## src/rtl/core/timed_event_scheduler_unit_defines.svh

```systemverilog
// assertion macros for the event scheduler
`ifndef TIMED_EVENT_SCHEDULER_UNIT_DEFINES_SVH
`define TIMED_EVENT_SCHEDULER_UNIT_DEFINES_SVH

`define TES_ASSERT_IMP(lbl, clk, rstn, a, c) \
  lbl: assert property (@(posedge clk) disable iff (!rstn) (a) |-> (c)) \
    else $error("lbl failed");

`define TES_ASSERT_NXT(lbl, clk, rstn, a, c) \
  lbl: assert property (@(posedge clk) disable iff (!rstn) (a) |=> (c)) \
    else $error("lbl failed");

`endif

```

## src/rtl/core/tes_ram.sv

```systemverilog
module tes_ram #(
  parameter int WIDTH = 8,
  parameter int DEPTH = 16
) (
  input  logic                     clk,
  input  logic                     we,
  input  logic [$clog2(DEPTH)-1:0] waddr,
  input  logic [WIDTH-1:0]         wdata,
  input  logic [$clog2(DEPTH)-1:0] raddr,
  output logic [WIDTH-1:0]         rdata
);
  logic [WIDTH-1:0] mem [DEPTH];

  always_ff @(posedge clk) begin
    if (we) begin
      mem[waddr] <= wdata;
    end
    rdata <= mem[raddr];
  end
endmodule

```

## config.mk

```make
export PLATFORM = sky130hd
export DESIGN_NAME = tes_ram
export DESIGN_NICKNAME = d
export VERILOG_FILES = /design/src/rtl/core/timed_event_scheduler_unit_defines.svh /design/src/rtl/core/tes_ram.sv
export SDC_FILE = /design/constraint.sdc
export NUM_CORES = 1
export LEC_CHECK = 0
export ABC_AREA = 1
export BUFFER_PORTS_ARGS = -buffer_cell sky130_fd_sc_hd__buf_2
export CAP_MARGIN = 15
export CORE_UTILIZATION = 55
export CTS_CLUSTER_DIAMETER = 120
export CTS_CLUSTER_SIZE = 10
export DETAILED_ROUTE_END_ITERATION = 8
export PLACE_DENSITY = 0.77
export SYNTH_ARGS = -nofsm -noshare
export SYNTH_HDL_FRONTEND = slang
export SYNTH_SLANG_ARGS = --single-unit
```

## constraint.sdc

```tcl
create_clock -name clk -period 1.59 [get_ports clk]
set_input_delay 0.318 -clock clk [delete_from_list [all_inputs] [get_ports clk]]
set_output_delay 0.318 -clock clk [all_outputs]
set_load 0.03 [all_outputs]
```

---- Word level (Yosys, flattened, before mapping) ----
Memory sizes are Yosys's and may differ from the RTL's. A register that Yosys moved wholly into a read port is not among the register bits.
Index checks and enable logic that the tools add are counted.
operators by class
  add/sub/neg operators ................... 0
  multiply operators ...................... 0
  divide/modulo/power cells ............... 0
  magnitude comparators ................... 0
  equality and inequality tests ........... 0
  shift operators ......................... 0
  multiplexer cells ....................... 2
  bitwise gates (word level) .............. 0
  reductions and logical operators ........ 0
operators by type and width
  kind     number
  $mux W1  2
word-level totals
  flip-flop bits (word level) ............. 0
  bits in latches ......................... 0
  memory bits (writable) .................. 128
  memory bits (read-only) ................. 0
  bits of input ports ..................... 18
  output and inout port bits .............. 8
  word-level logic and storage cells ...... 3
  memories ................................ 1
memory list
  memory  depth  width  rd ports  clocked after memory_dff  write ports  RTL line       text
  mem     16     8      1         1                         1            tes_ram.sv:12  logic [WIDTH-1:0] mem [DEPTH];

---- Depth between registers and ports, before layout ----
  word-level depth ........................ 2
  mapped depth ............................ 8
  gate-level depth less buffers ........... 7

---- Worst setup path before layout ----
No wires, ideal clock.
  kind .................................... input to register
  start point ............................. in waddr[2]
  end point ............................... mem mem[10][0], enable pin
  setup time .............................. 370 ps
  arrival time ............................ 899 ps
  slack ................................... 321 ps
  stages .................................. 2
  path buffers ............................ 0
  path through ............................ nand3b_1 -> nor2_1
RTL lines
  what             RTL line       text
  start, declared  tes_ram.sv:7   input logic [$clog2(DEPTH)-1:0] waddr,
  end, declared    tes_ram.sv:12
Straight into the memory's write port.

---- Worst setup path after layout ----
  start point ............................. reg rdata[4] (read register of mem)
  end point ............................... out rdata[4]
RTL lines
  what             RTL line       text
  start, declared  tes_ram.sv:10  output logic [WIDTH-1:0] rdata
No word-level cell between the ends.

==> results.md <==
- Post-CTS Repair Setup Buffers: 0
- Later-pin clock latency in the skew report: 0.52 ns
- CTS tree: done
- Via density: 5.29
- Final Critical Period: 1.40 ns
- PortBufs: 25
- Number of global-route vias before repair: 3931
- Clock root cell: clkbuf_8
- Cell variety after synth: 12
- Initial Util: 56.4%
- Final #Nets: 614
- Max cap viols: 0
- Worst Setup End Kind: output port
- Die width: 104 µm
- Initial antenna violation count: 0
- Hold buffers post-CTS: 0
- CP delay by family, top: flip-flops
- Worst vdd ir: 836 µV
- Pin count of the biggest net entering global routing: 41
- Slack of the critical path: 0.187 ns
- CTS H-tree lvls: 4
- DIE HEIGHT: 104 µm
- DRC viols: 0
- Final setup fails: 0
- 1st-iter DRT viols: 460
- Reg clk slew, reported paths: 0.06 ns
- Worst slew margin: 75.1%
- Number of warnings issued by yosys: 0
- Clk buf depth: 2
- Clk_skew: 0.00855 ns
- Pwr dens: 1300 nW/µm²
- Core Region: 10200 µm²
- CP Cell Sequence: buf_2
- Dpl ws: 0.195 ns
- Critical path's slowest cell: dfxtp_1
- Post-cts sizing count: 0
- Post-route ant nets: 0
- FILL cells: 767
- Status: finished clean
- Fmax: 0.713 GHz
- CTS sink cnt: 136
- Area of the multi-input gates: 1210 µm²
- TritonRoute pass-1 iters: 6
- Syn Area/Cell: 10.5 µm²
- Reg area: 4000 µm²
- CP arrival: 1.09 ns
- Total Wirelength: 13000 µm
- Sequential area share after synthesis: 69.4%
- GP Congestion: 0.853
- Netlist Area Pre-Place: 5770 µm²
- GRT Total Usage: 26.2%
- Leak: 0.00297 µW
- Via count: 3942
- Cells after Synth: 551
- Gr ovfl total: 0
- Syn Nets: 569
- Slowest stage delay, CP: 0.35 ns
- Most common cell after layout, fill and taps aside: nand2_1
- Hold Path Class: in2reg
- Pins Over Slew Limit: 0
- Period utilisation layout: 88.3%
- WS Path Type: reg2out
- TritonCTS Buffers: 17
- Die footprint: 10900 µm²
- Hold_ws: 0.157 ns
- Diode count: 0
- Req. time, crit path: 1.27 ns
- Startpoint Class: register
- Row count: 37
- DPL Wire Length: 7970 µm
- First-pass GRT wire length: 20700 µm
- Buf/Inv on CP: 1
- Wire length per cell: 17.5 µm
- Fraction of layout cells with a size suffix above 1: 13.6%
- Crit Path Max Fanout: 1
- Final Hold Fails: 0
- Synthesized flop and latch total: 136
- Setup_tns: 0 ns
- RSZ-0062 raised after global routing: false
- Area Growth Syn to Fin: 17.5%
- Most frequent cells in the layout: 173 x nand2_1, 128 x edfxtp_1, 100 x inv_1, 97 x nand3_1, 25 x buf_2
- IO Count: 26
- Worst-Margin Slew: 0.374 ns
[where the power goes]
group / switching (µW) / internal (µW)
combinational: 394 / 160
sequential: 24.9 / 4010
clock: 1420 / 2780
[metal layers]
| metal | up-vias | global-route usage, % | part of all wire (%) |
|---|---|---|---|
| met5 | - | 0 | 0 |
| met1 | 1887 | 33.4 | 40 |
| met3 | 23 | 5.39 | 7.1 |
| met2 | 163 | 43.0 | 50 |
| met4 | 0 | 12.6 | 2.6 |
| li1 | 1869 | - | - |
[flip-flops by register name, summed over array words and instances, names as in the netlist]
signal,count
rdata,8
mem,128
[cell usage after synthesis (all sizes together)]
cell type | instances | area [µm²]
nand2 | 173 | 649
edfxtp | 128 | 3840
inv | 102 | 383
nand3 | 97 | 485
buf | 24 | 166
nor2 | 17 | 63.8
dfxtp | 8 | 160
nand3b | 2 | 15.0
[area by class of cell]
class / count / area share (%)
Clock buffer: 20 / 6.57
Clock inverter: 12 / 2.92
Inverter: 102 / 5.65
Multi-Input combinational cell: 289 / 17.9
Sequential cell: 136 / 59.1
Tap cell: 136 / 2.51
Timing Repair Buffer: 50 / 5.35
[cells by family after synthesis]
group | share of synthesized area, %
DFF | 69.4
and+or+nand+nor | 21.0
buffers and inverters | 9.52
[final timing paths]
kind                            depth (start not counted)       start  endpoint  slack [ns]
worst max-delay path                                    1    rdata[4]  rdata[4]        0.19
worst min-delay path                                    3    raddr[3]  rdata[2]        0.16
worst max register to register                          6   mem[0][7]  rdata[7]        0.51
worst min register to register                          6  mem[12][2]  rdata[2]        0.66
[through the flow]
stage	instances	area (µm²)	power, µW	utilization, %
after CTS	745	6780	8810	66.2
final	745	6780	8790	66.2
after global placement	713	6130	4640	59.9
after global routing	745	6780	9040	66.2
after detailed placement	713	6130	4660	59.9
after floorplan	551	5770	4430	-
[tightest hold or removal path, delay by kind of cell]
kind          cells  cell delay [ns]
buf+inv           1             0.17
simple gates      2             0.14
No activity file was read; power rests on OpenSTA's default activity.
