## config.mk

```make
export PLATFORM = sky130hd
export DESIGN_NAME = tes_regs
export DESIGN_NICKNAME = d
export VERILOG_FILES = /design/src/rtl/core/timed_event_scheduler_unit_defines.svh /design/src/rtl/core/tes_pkg.sv /design/src/rtl/core/tes_regs.sv
export SDC_FILE = /design/constraint.sdc
export NUM_CORES = 1
export LEC_CHECK = 0
export ABC_AREA = 1
export BUFFER_PORTS_ARGS = -buffer_cell sky130_fd_sc_hd__buf_2
export CAP_MARGIN = 20
export CORE_AREA = 2 2 82 69
export CTS_BUF_LIST = sky130_fd_sc_hd__clkbuf_8
export DETAILED_ROUTE_END_ITERATION = 7
export DIE_AREA = 0 0 84 71
export GPL_TIMING_DRIVEN = 0
export PLACE_DENSITY = 0.76
export SLEW_MARGIN = 5
export SYNTH_ARGS = -nofsm -noshare
export SYNTH_HDL_FRONTEND = slang
export SYNTH_SLANG_ARGS = --single-unit
```

## constraint.sdc

```tcl
create_clock -name clk -period 0.8 [get_ports clk]
set_input_delay 0.08 -clock clk [delete_from_list [all_inputs] [get_ports clk]]
set_output_delay 0.08 -clock clk [all_outputs]
set_load 0.05 [all_outputs]
```

## src/rtl/core/timed_event_scheduler_unit_defines.svh

```systemverilog
// assertion macros for the event scheduler
`ifndef TIMED_EVENT_SCHEDULER_UNIT_DEFINES_SVH
`define TIMED_EVENT_SCHEDULER_UNIT_DEFINES_SVH

`define TES_ASSERT_IMP(lbl, clk, rstn, a, c) \
  lbl: assert property (@(posedge clk) disable iff (!rstn) (a) |-> (c)) \
    else $error("lbl failed");

`define TES_ASSERT_NXT(lbl, clk, rstn, a, c) \
  lbl: assert property (@(posedge clk) disable iff (!rstn) (a) |=> (c)) \
    else $error("lbl failed");

`endif

```

## src/rtl/core/tes_pkg.sv

```systemverilog
package tes_pkg;

  localparam int EVENT_TYPES = 16;
  localparam int TYPE_W = $clog2(EVENT_TYPES);
  localparam int CNT_W = $clog2(EVENT_TYPES + 1);
  localparam logic [19:0] SLICE_LIMIT = 20'd1000000;
  localparam int ENTRY_W = 192;

  typedef enum logic [1:0] {
    OP_SCHEDULE = 2'd0,
    OP_REMOVE   = 2'd1,
    OP_SLICE    = 2'd2,
    OP_ADVANCE  = 2'd3
  } op_t;

  typedef enum logic [1:0] {
    KIND_GRANT = 2'd0,
    KIND_FIRED = 2'd1,
    KIND_DONE  = 2'd2
  } kind_t;

  typedef enum logic {
    REG_SLICE_CAP = 1'b0,
    REG_TYPES     = 1'b1
  } reg_idx_t;

  typedef enum logic [2:0] {
    ST_IDLE,
    ST_SCAN,
    ST_SCAN_WAIT,
    ST_FIRE,
    ST_EMIT
  } state_t;

  typedef struct packed {
    logic [1:0]         opcode;
    logic [3:0]         slot_type;
    logic signed [63:0] delay;
    logic [63:0]        user_value;
    logic signed [31:0] cycles_left;
    logic signed [31:0] exit_loss;
  } in_beat_t;

  typedef struct packed {
    logic [1:0]  kind;
    logic [19:0] grant;
    logic [3:0]  fired_type;
    logic [63:0] fired_value;
    logic [19:0] lateness;
    logic [63:0] time_now;
    logic        last;
  } out_beat_t;

endpackage

```

## src/rtl/core/tes_regs.sv

```systemverilog
module tes_regs (
  input  logic        clk,
  input  logic        rst_n,
  input  logic        cfg_psel,
  input  logic        cfg_penable,
  input  logic        cfg_pwrite,
  input  logic [2:2]  cfg_paddr,
  input  logic [31:0] cfg_pwdata,
  output logic [31:0] cfg_prdata,
  output logic        cfg_pready,
  output logic [30:0] slice_cap,
  output logic [4:0]  types_in_use
);
  import tes_pkg::*;

  logic [30:0] cap_r;
  logic [4:0]  types_r;
  logic        wr;

  assign wr = cfg_psel && cfg_penable && cfg_pwrite;
  assign cfg_pready = 1'b1;
  assign slice_cap = cap_r;
  assign types_in_use = types_r;

  always_ff @(posedge clk) begin
    if (!rst_n) begin
      cap_r   <= '0;
      types_r <= '0;
    end else if (wr) begin
      case (reg_idx_t'(cfg_paddr[2]))
        REG_SLICE_CAP: cap_r   <= cfg_pwdata[30:0];
        REG_TYPES:     types_r <= cfg_pwdata[4:0];
        default: ;
      endcase
    end
  end

  always_comb begin
    case (reg_idx_t'(cfg_paddr[2]))
      REG_SLICE_CAP: cfg_prdata = {1'b0, cap_r};
      REG_TYPES:     cfg_prdata = {27'd0, types_r};
      default:       cfg_prdata = '0;
    endcase
  end
endmodule

```

Yosys cells after proc, flatten, opt, wreduce, memory -nomap -nowiden --
Index checks and enable logic that the tools add are counted.
Operators by class: muxes and demuxes 1, bitwise logic cells 1, reduce and logical (&&, ||, !) cells 4
Operators by type and width (count):
- one-hot mux 32 bit (2 select lines) | 1
- AND reduction 2 bit | 2
- logical AND 1 bit | 2
- inverter 1 bit | 1
Storage, ports and cells: register bits after elaboration 36, bits of input ports 38, output and inout port bits 69, word-level logic and storage cells 8

Logic depth before layout (Yosys ltp) --
Gate-level depths: netlist (run 1).
word-level depth 3, gate-level depth with buffers 6, mapped depth without buffers 5

Worst setup path before layout (run 1) --
OpenSTA, ideal clock, no wires.
path kind register -> output, from reg cap_r[10] (netlist: slice_cap[10]), to out cfg_prdata[10], arrival time 1.364 ns, required time 0.720 ns, path slack -0.644 ns, cell stages (with the launch flop) 3, buffers on the path 0, cells stage by stage dfxtp_1 inv_1 nor2_1
On the way: longest elaborated chain between the ends 1
RTL lines:
- from (decl) | RTL line tes_regs.sv:16 | logic [30:0] cap_r;
- from (signal assigned) | RTL line tes_regs.sv:31 | REG_SLICE_CAP: cap_r <= cfg_pwdata[30:0];
- one-hot mux 32 bit (2 select lines) | RTL line tes_regs.sv:39 | case (reg_idx_t'(cfg_paddr[2]))
- to (decl) | RTL line tes_regs.sv:9 | output logic [31:0] cfg_prdata,
Every way passes these cells. The select of a mux whose other input is x is not followed.

Worst setup path in the final report (run 1) --
from reg cap_r[29] (netlist: slice_cap[29]), to out cfg_prdata[29]
The elaborated chain is that of the path after synthesis.

==> results.md, run 1 <==
- Outcome: finished with violations
- Failing checks: negative setup slack
- Vias in the first global route: 2128
- DR vias: around 2300
- Clk buf depth: 2
- Post-route core utilization: between 70 and 80%
- Met3 Resource Use GR: under 10%
- Post-Syn Nets: 344
- Post-synth top area cell: dfxtp_1
- Setup violators final: 67
- Diode count: 0
- Peak VDD IR: approximately 0.00085 V
- Number of max-cap violations: 0
- Dpl cell area: a little over 3000 um^2
- Placed Cells: about 470
- Drt wl/cell: between 10 and 15 um
- Port bufs: 102
- DP HPWL: approximately 4.2 mm
- Seq/Total Area, Yosys: about a third
- Total CTS buffers: 5
- Initial antenna violation count: 0
- Drt via density: 4.59
- Crit share post-route: 130%
- First-pass GRT wire length: 9.79 mm
- Worst Slack Setup Final: -0.239 ns
- Final Cell Area: approximately 4000 um^2
- Drt pass-1 iters: 4
- WP data required: 0.72 ns
- Worst setup EP type: primary output
- DRC: 0
- WL final: slightly below 7 mm
- Die area: just under 6000 um^2
- Core area: 5190 um^2
- RSZ-0062 raised after global routing: true
- Leakage: about 1.8 nW
- Avg Cell Area, Syn: between 6 and 7 um^2
- Synthesis-stage register bit count: 36
- Pwr dens: around 1100 nW/um^2
- Share of post-route cells with drive strength above 1: between 60% and 70%
- Netlist cell types: 16
- Cell Area, Synth: roughly 2100 um^2
- Area of the multi-input gates: 1280 um^2
- Largest net degree at the start of global routing: 20
- Min cycle time layout: a little over 1 ns
- Critical path launch point type: flop
- Met2 track demand over resource: a little under two fifths
- Die Y-Extent: slightly above 70 um
- Pwr Total: about 0.0045 W
- Post-Synthesis Cells: a little over 300
- Max frequency: between 900 and 1000 MHz
- Die X: 84 um
- Crit path max fanout: 3
- Post-synth top area share: between 30% and 40%
- Final layout net count: between 400 and 500
- Crit path kind: flop to primary output
- Top cells by area, synth: dfxtp_1, nor2_1, nand3_2
- H-tree depth: 2
- Gr usage total: 20.0%
- Seq. cell area: around 860 um^2
- CTS tree: done
- GR peak layer: met2
- Clk Latency, worst-skew pair: approximately 0.28 ns
- Starting Density: ~40%
- Warnings, synthesis: 0
- Area Growth Syn to Fin: 91.8%
- Most common cell after layout, fill and taps aside: buf_8
- Met1 usage: 23.6%
- Fin cells: about 500
- Clock sink count: 36
- Clk slew on worst S/H paths: about 0.07 ns
- GPL Wtd Cong: roughly 0.75
- Fin Clk Skew: 0 ns
- Critical path arrival: roughly 0.96 ns
- GRT Residual Overflow: 0
- Final ANT Viol Nets: 0
- Hold Violations, Final: 0
- # rows: 24
- FILL cells: between 300 and 400
- CTS root buf: clkbuf_8
- Commonest cells after routing, fill and taps aside: buf_8, nor2_1, buf_6
- Post-CTS Hold Fix Bufs: 0
- Max-slew violations: 0
- DR iter-0 viols: 57
- # IOs: around 110
- Hold Path Class: input pin to flop
power breakdown:
| part | switching, W | leakage [nW] | total, W | internal, W |
|---|---|---|---|---|
| Combinational | 0.000879 | 1.45 | 0.00144 | 0.000561 |
| Sequential | 0.0000838 | 0.320 | 0.00186 | 0.00178 |
| Clock | 0.000623 | 0.0482 | 0.00120 | 0.000581 |
registers in the layout, summed over array words and instances, names as in the netlist:
name,cells
slice_cap,31
types_in_use,5
per-stage QoR:
step                      hold WS (ns)  TNS [ns]  setup slack (ns)
after global placement           0.388    -11.28            -0.372
after detailed placement         0.396    -11.98            -0.398
after global routing             0.113    -12.77            -0.266
after floorplan                  0.258     -1.33           -0.0511
after CTS                       0.0993     -9.78            -0.209
final                           0.0980    -11.04            -0.239
Yosys cell counts:
master,instances
nor2_1,73
inv_1,57
nand2_1,51
dfxtp_1,36
nand3_2,26
nor2_2,25
nand3_1,11
buf_2,7
buf_6,7
buf_4,5
conb_1,2
nor2_4,2
inv_2,1
inv_6,1
nand2_2,1
nor2_8,1
per-layer routing:
layer / share of wire (%) / vias up
met5: 0 / -
met4: 1.4 / 0
met3: 4.8 / 11
met2: 56 / 80
met1: 38 / 1050
li1: - / 1144
worst paths after layout:
check / from / end / slack [ns] / cells past startpoint
setup / recovery: slice_cap[29]$_SDFFE_PN0P_ / cfg_prdata[29] / -0.24 / 3
hold / removal: rst_n / types_in_use[4]$_SDFFE_PN0P_ / 0.1 / 3
setup reg to reg: slice_cap[13]$_SDFFE_PN0P_ / slice_cap[13]$_SDFFE_PN0P_ / 0.05 / 3
hold reg to reg: slice_cap[27]$_SDFFE_PN0P_ / slice_cap[27]$_SDFFE_PN0P_ / 0.52 / 2
kinds of logic (layout without fill, tap and decap cells):
logic type / Yosys count / in the layout / synth area share (%)
buffers and inverters: 78 / 205 / 18.1
DFF: 36 / 36 / 34.4
other: 2 / 2 / 0.359
and+or+nand+nor: 190 / 190 / 47.1
layout make-up:
class                      instances  share of cell area [%]
tap                               65                    2.03
clock buffer                       5                    1.71
sequential                        36                    21.3
timing repair buffer             120                    32.7
buffer                            18                    4.05
multi-input combinational        192                    31.9
clock inverter                     3                   0.281
inverter                          59                    5.96
critical path: stages, from the launching register on:
cell and delay [ns]:
dfxtp_4 0.37, inv_2 0.05, nor2_4 0.10, buf_8 0.16
what timing repair did:
item	in CTS	in global routing
resized for setup	159	67
setup endpoints to repair	67	83
pin swaps	26	9
buffers inserted	0	18
hold endpoints to repair	0	0
(Power assumes the default switching activity.)
==> inputs of run 2 (changes only) <==
--- a/config.mk
+++ b/config.mk
@@ -5,15 +5,15 @@
 export SDC_FILE = /design/constraint.sdc
 export NUM_CORES = 1
 export LEC_CHECK = 0
-export ABC_AREA = 1
+export ABC_AREA = 0
 export BUFFER_PORTS_ARGS = -buffer_cell sky130_fd_sc_hd__buf_2
 export CAP_MARGIN = 20
-export CORE_AREA = 2 2 82 69
+export CORE_AREA = 2 2 77 64
 export CTS_BUF_LIST = sky130_fd_sc_hd__clkbuf_8
 export DETAILED_ROUTE_END_ITERATION = 7
-export DIE_AREA = 0 0 84 71
+export DIE_AREA = 0 0 79 66
 export GPL_TIMING_DRIVEN = 0
-export PLACE_DENSITY = 0.76
+export PLACE_DENSITY = 0.75
 export SLEW_MARGIN = 5
 export SYNTH_ARGS = -nofsm -noshare
 export SYNTH_HDL_FRONTEND = slang
==> run 2 against run 1 <==
The flow still finishes with violations (negative setup slack); sequential share of layout area increased by 1.2 points; via count decreased by 17%; non-clock buffer count increased by 12; synthesized cell count decreased by 38%; clock power increased by 30%; utilization increased by 7.8 points; sequential power decreased by 4%; critical path type unchanged; largest power group unchanged.
==> results.md, run 2 <==
- Outcome: finished with violations
- Failing checks: negative setup slack
- Clk slew on worst S/H paths: around 0.080 ns
- TNS Setup: -12.87 ns
- Area Growth Syn to Fin: 127%
- Clock network power share: a little over a third
- Top cells by area, synth: dfxtp_1, mux2i_1, nand2_1
- Met3 Resource Use GR: between 5 and 6%
- CTS root buf: clkbuf_8
- Final layout net count: 369
- CP top delay family: flip-flops
- Hold Violations, Final: 0
- Most frequent cells after synthesis: nand2_1, dfxtp_1, mux2i_1
- WP buf/inv: 1
- Sw Ratio: about 29%
- Hold Path Class: input pin to flop
- Hold Startpoint: cfg_pwdata[21]
- DR vias: 1907
- CP max stage cell: dfxtp_4
- Post-Synthesis Cells: 190
- Worst-Margin Slew: around 0.57 ns
- DRC: 0
- WP data required: about 0.72 ns
- Rel. slew slack: just over 60%
- Commonest cells after routing, fill and taps aside: nand2_1, buf_8, buf_6
- Post-synth top area share: approximately 43%
- Drt pass-1 iters: 4
- Met2 track demand over resource: about two fifths
- Core area: between 4000 and 5000 um^2
- Post-synth top area cell: dfxtp_1
- # IOs: between 100 and 150
- Final Cell Area: 3790 um^2
- Post-Syn Nets: approximately 230
- Ys async rst share: 0%
- Crit path kind: flop to primary output
- Hold Path Stages: 3
- Setup violators final: 71
- First-pass GRT wire length: between 8 and 9 mm
- Reg-to-reg startpoint: slice_cap[4]$_SDFFE_PN0P_
- Critical path arrival: 1.08 ns
- GR peak layer: met2
- CTS tree: done
- Post-synth EDFFs: 0
- Crit path largest cell delay: between 0.3 and 0.4 ns
- Dpl cell area: 2630 um^2
- Diode count: 0
- Critical path launch point type: flop
- Avg Cell Area, Syn: 8.78 um^2
- Largest net degree at the start of global routing: 12
- Max FFs per register: 31
- WL final: between 6 and 7 mm
- Pwr dens: approximately 1100 nW/um^2
- DP HPWL: around 3.4 mm
- Total CTS buffers: 5
- Port bufs: ~100
- Clk buf depth: 2
- Number of max-cap violations: 0
- Min cycle time layout: 1.16 ns
- Max-slew violations: 0
- Starting Density: a little under two fifths
- Drt wl/cell: 17.8 um
- Met1 usage: roughly a quarter
- Worst r2r path cells: 3
- Sequential power share: 41.2%
- H-tree depth: 2
- Synthesis-stage register bit count: 36
- Die Y-Extent: 66 um
- Fin Clk Skew: 0 ns
- Clock sink count: 36
- Logic pwr share: 22.7%
- Peak VDD IR: roughly 0.00086 V
- Pre-CTS setup slack: -0.378 ns
- Max frequency: ~860 MHz
- Leakage: about 1.6 nW
- Crit path max fanout: 2
- Post-route core utilization: a little under nine tenths
- DR iter-0 viols: 88
- NetSw: between 0.001 and 0.0015 W
- Cells along the critical path: mux2_4, buf_8
- Die X: slightly below 80 um
- Final ANT Viol Nets: 0
- Netlist cell types: 12
- Seq/Total Area, Yosys: between 40 and 50%
- Vias in the first global route: about 1800
- Worst setup EP type: primary output
- GRT Residual Overflow: 0
- CP Launch Point: slice_cap[4]$_SDFFE_PN0P_
- Drt via density: 4.86
- Share of post-route cells with drive strength above 1: 67.5%
- RSZ-0062 raised after global routing: true
- Warnings, synthesis: 0
- # rows: 22
- Worst Slack Setup Final: -0.359 ns
- Most common cell after layout, fill and taps aside: nand2_1
- GPL Wtd Cong: 0.753
- Int Pwr: 0.00308 W
- Top-count cell post-synth: nand2_1
- Cell Area, Synth: roughly 1700 um^2
- Gr usage total: 21.9%
- Most used DFF post-synth: dfxtp_1
- Crit path depth: 2
- Die area: ~5200 um^2
- Initial antenna violation count: 0
- Clk Latency, worst-skew pair: between 0.2 and 0.3 ns
- Crit share post-route: 145%
[run 2: kinds of logic (layout without fill, tap and decap cells)]
family,Yosys count,after routing,share of synthesized area (%)
muxes,41,41,25.0
and+or+nand+nor,95,95,25.8
other,2,2,0.450
buffers and inverters,16,158,5.62
DFF,36,36,43.2
[run 2: final timing paths]
path,endpoint,slack (ns)
max,cfg_prdata[4],-0.36
min,slice_cap[21]$_SDFFE_PN0P_,0.02
max reg2reg,slice_cap[4]$_SDFFE_PN0P_,-0.01
min reg2reg,slice_cap[26]$_SDFFE_PN0P_,0.49
[run 2: per-stage QoR]
stage / std cells / total power [W] / hold slack, ns
final: 392 / 0.00432 / 0.0249
after global routing: 392 / 0.00445 / 0.0278
after CTS: 368 / 0.00422 / 0.0165
after detailed placement: 352 / 0.00252 / 0.323
after global placement: 352 / 0.00251 / 0.317
after floorplan: 190 / 0.00232 / 0.212
[run 2: cell type report]
cell class                 instances  area [um^2]
buffer                            16          149
tap                               60         75.1
multi-input combinational        138         1080
fill                             222          667
clock buffer                       5         68.8
clock inverter                     3         38.8
timing repair buffer             134         1530
sequential                        36          856
[run 2: power by group through the flow]
stage,clock network [W],logic (W),registers [W]
floorplan,0,0.000373,0.00195
global placement,0,0.000700,0.00181
detailed placement,0,0.000708,0.00181
CTS,0.00157,0.000870,0.00178
global route,0.00165,0.00102,0.00178
finish,0.00156,0.000979,0.00178
[run 2: per-layer routing]
layer	share of wire, %	vias up	wire length, um
met1	38	916	2630
met5	0	-	0
met4	2.2	0	152
met3	5.8	19	404
met2	54	88	3770
li1	-	884	-
[run 2: what timing repair did]
action,4_1_cts,5_1_grt
pin swaps,0,0
hold buffers,0,0
setup endpoints to repair,71,81
resized for setup,181,56
gates cloned,3,0
setup buffers,5,27
[run 2: worst min-delay path: stages]
cell and delay (ns):
buf_2 0.10, nand2_1 0.04, mux2i_1 0.05
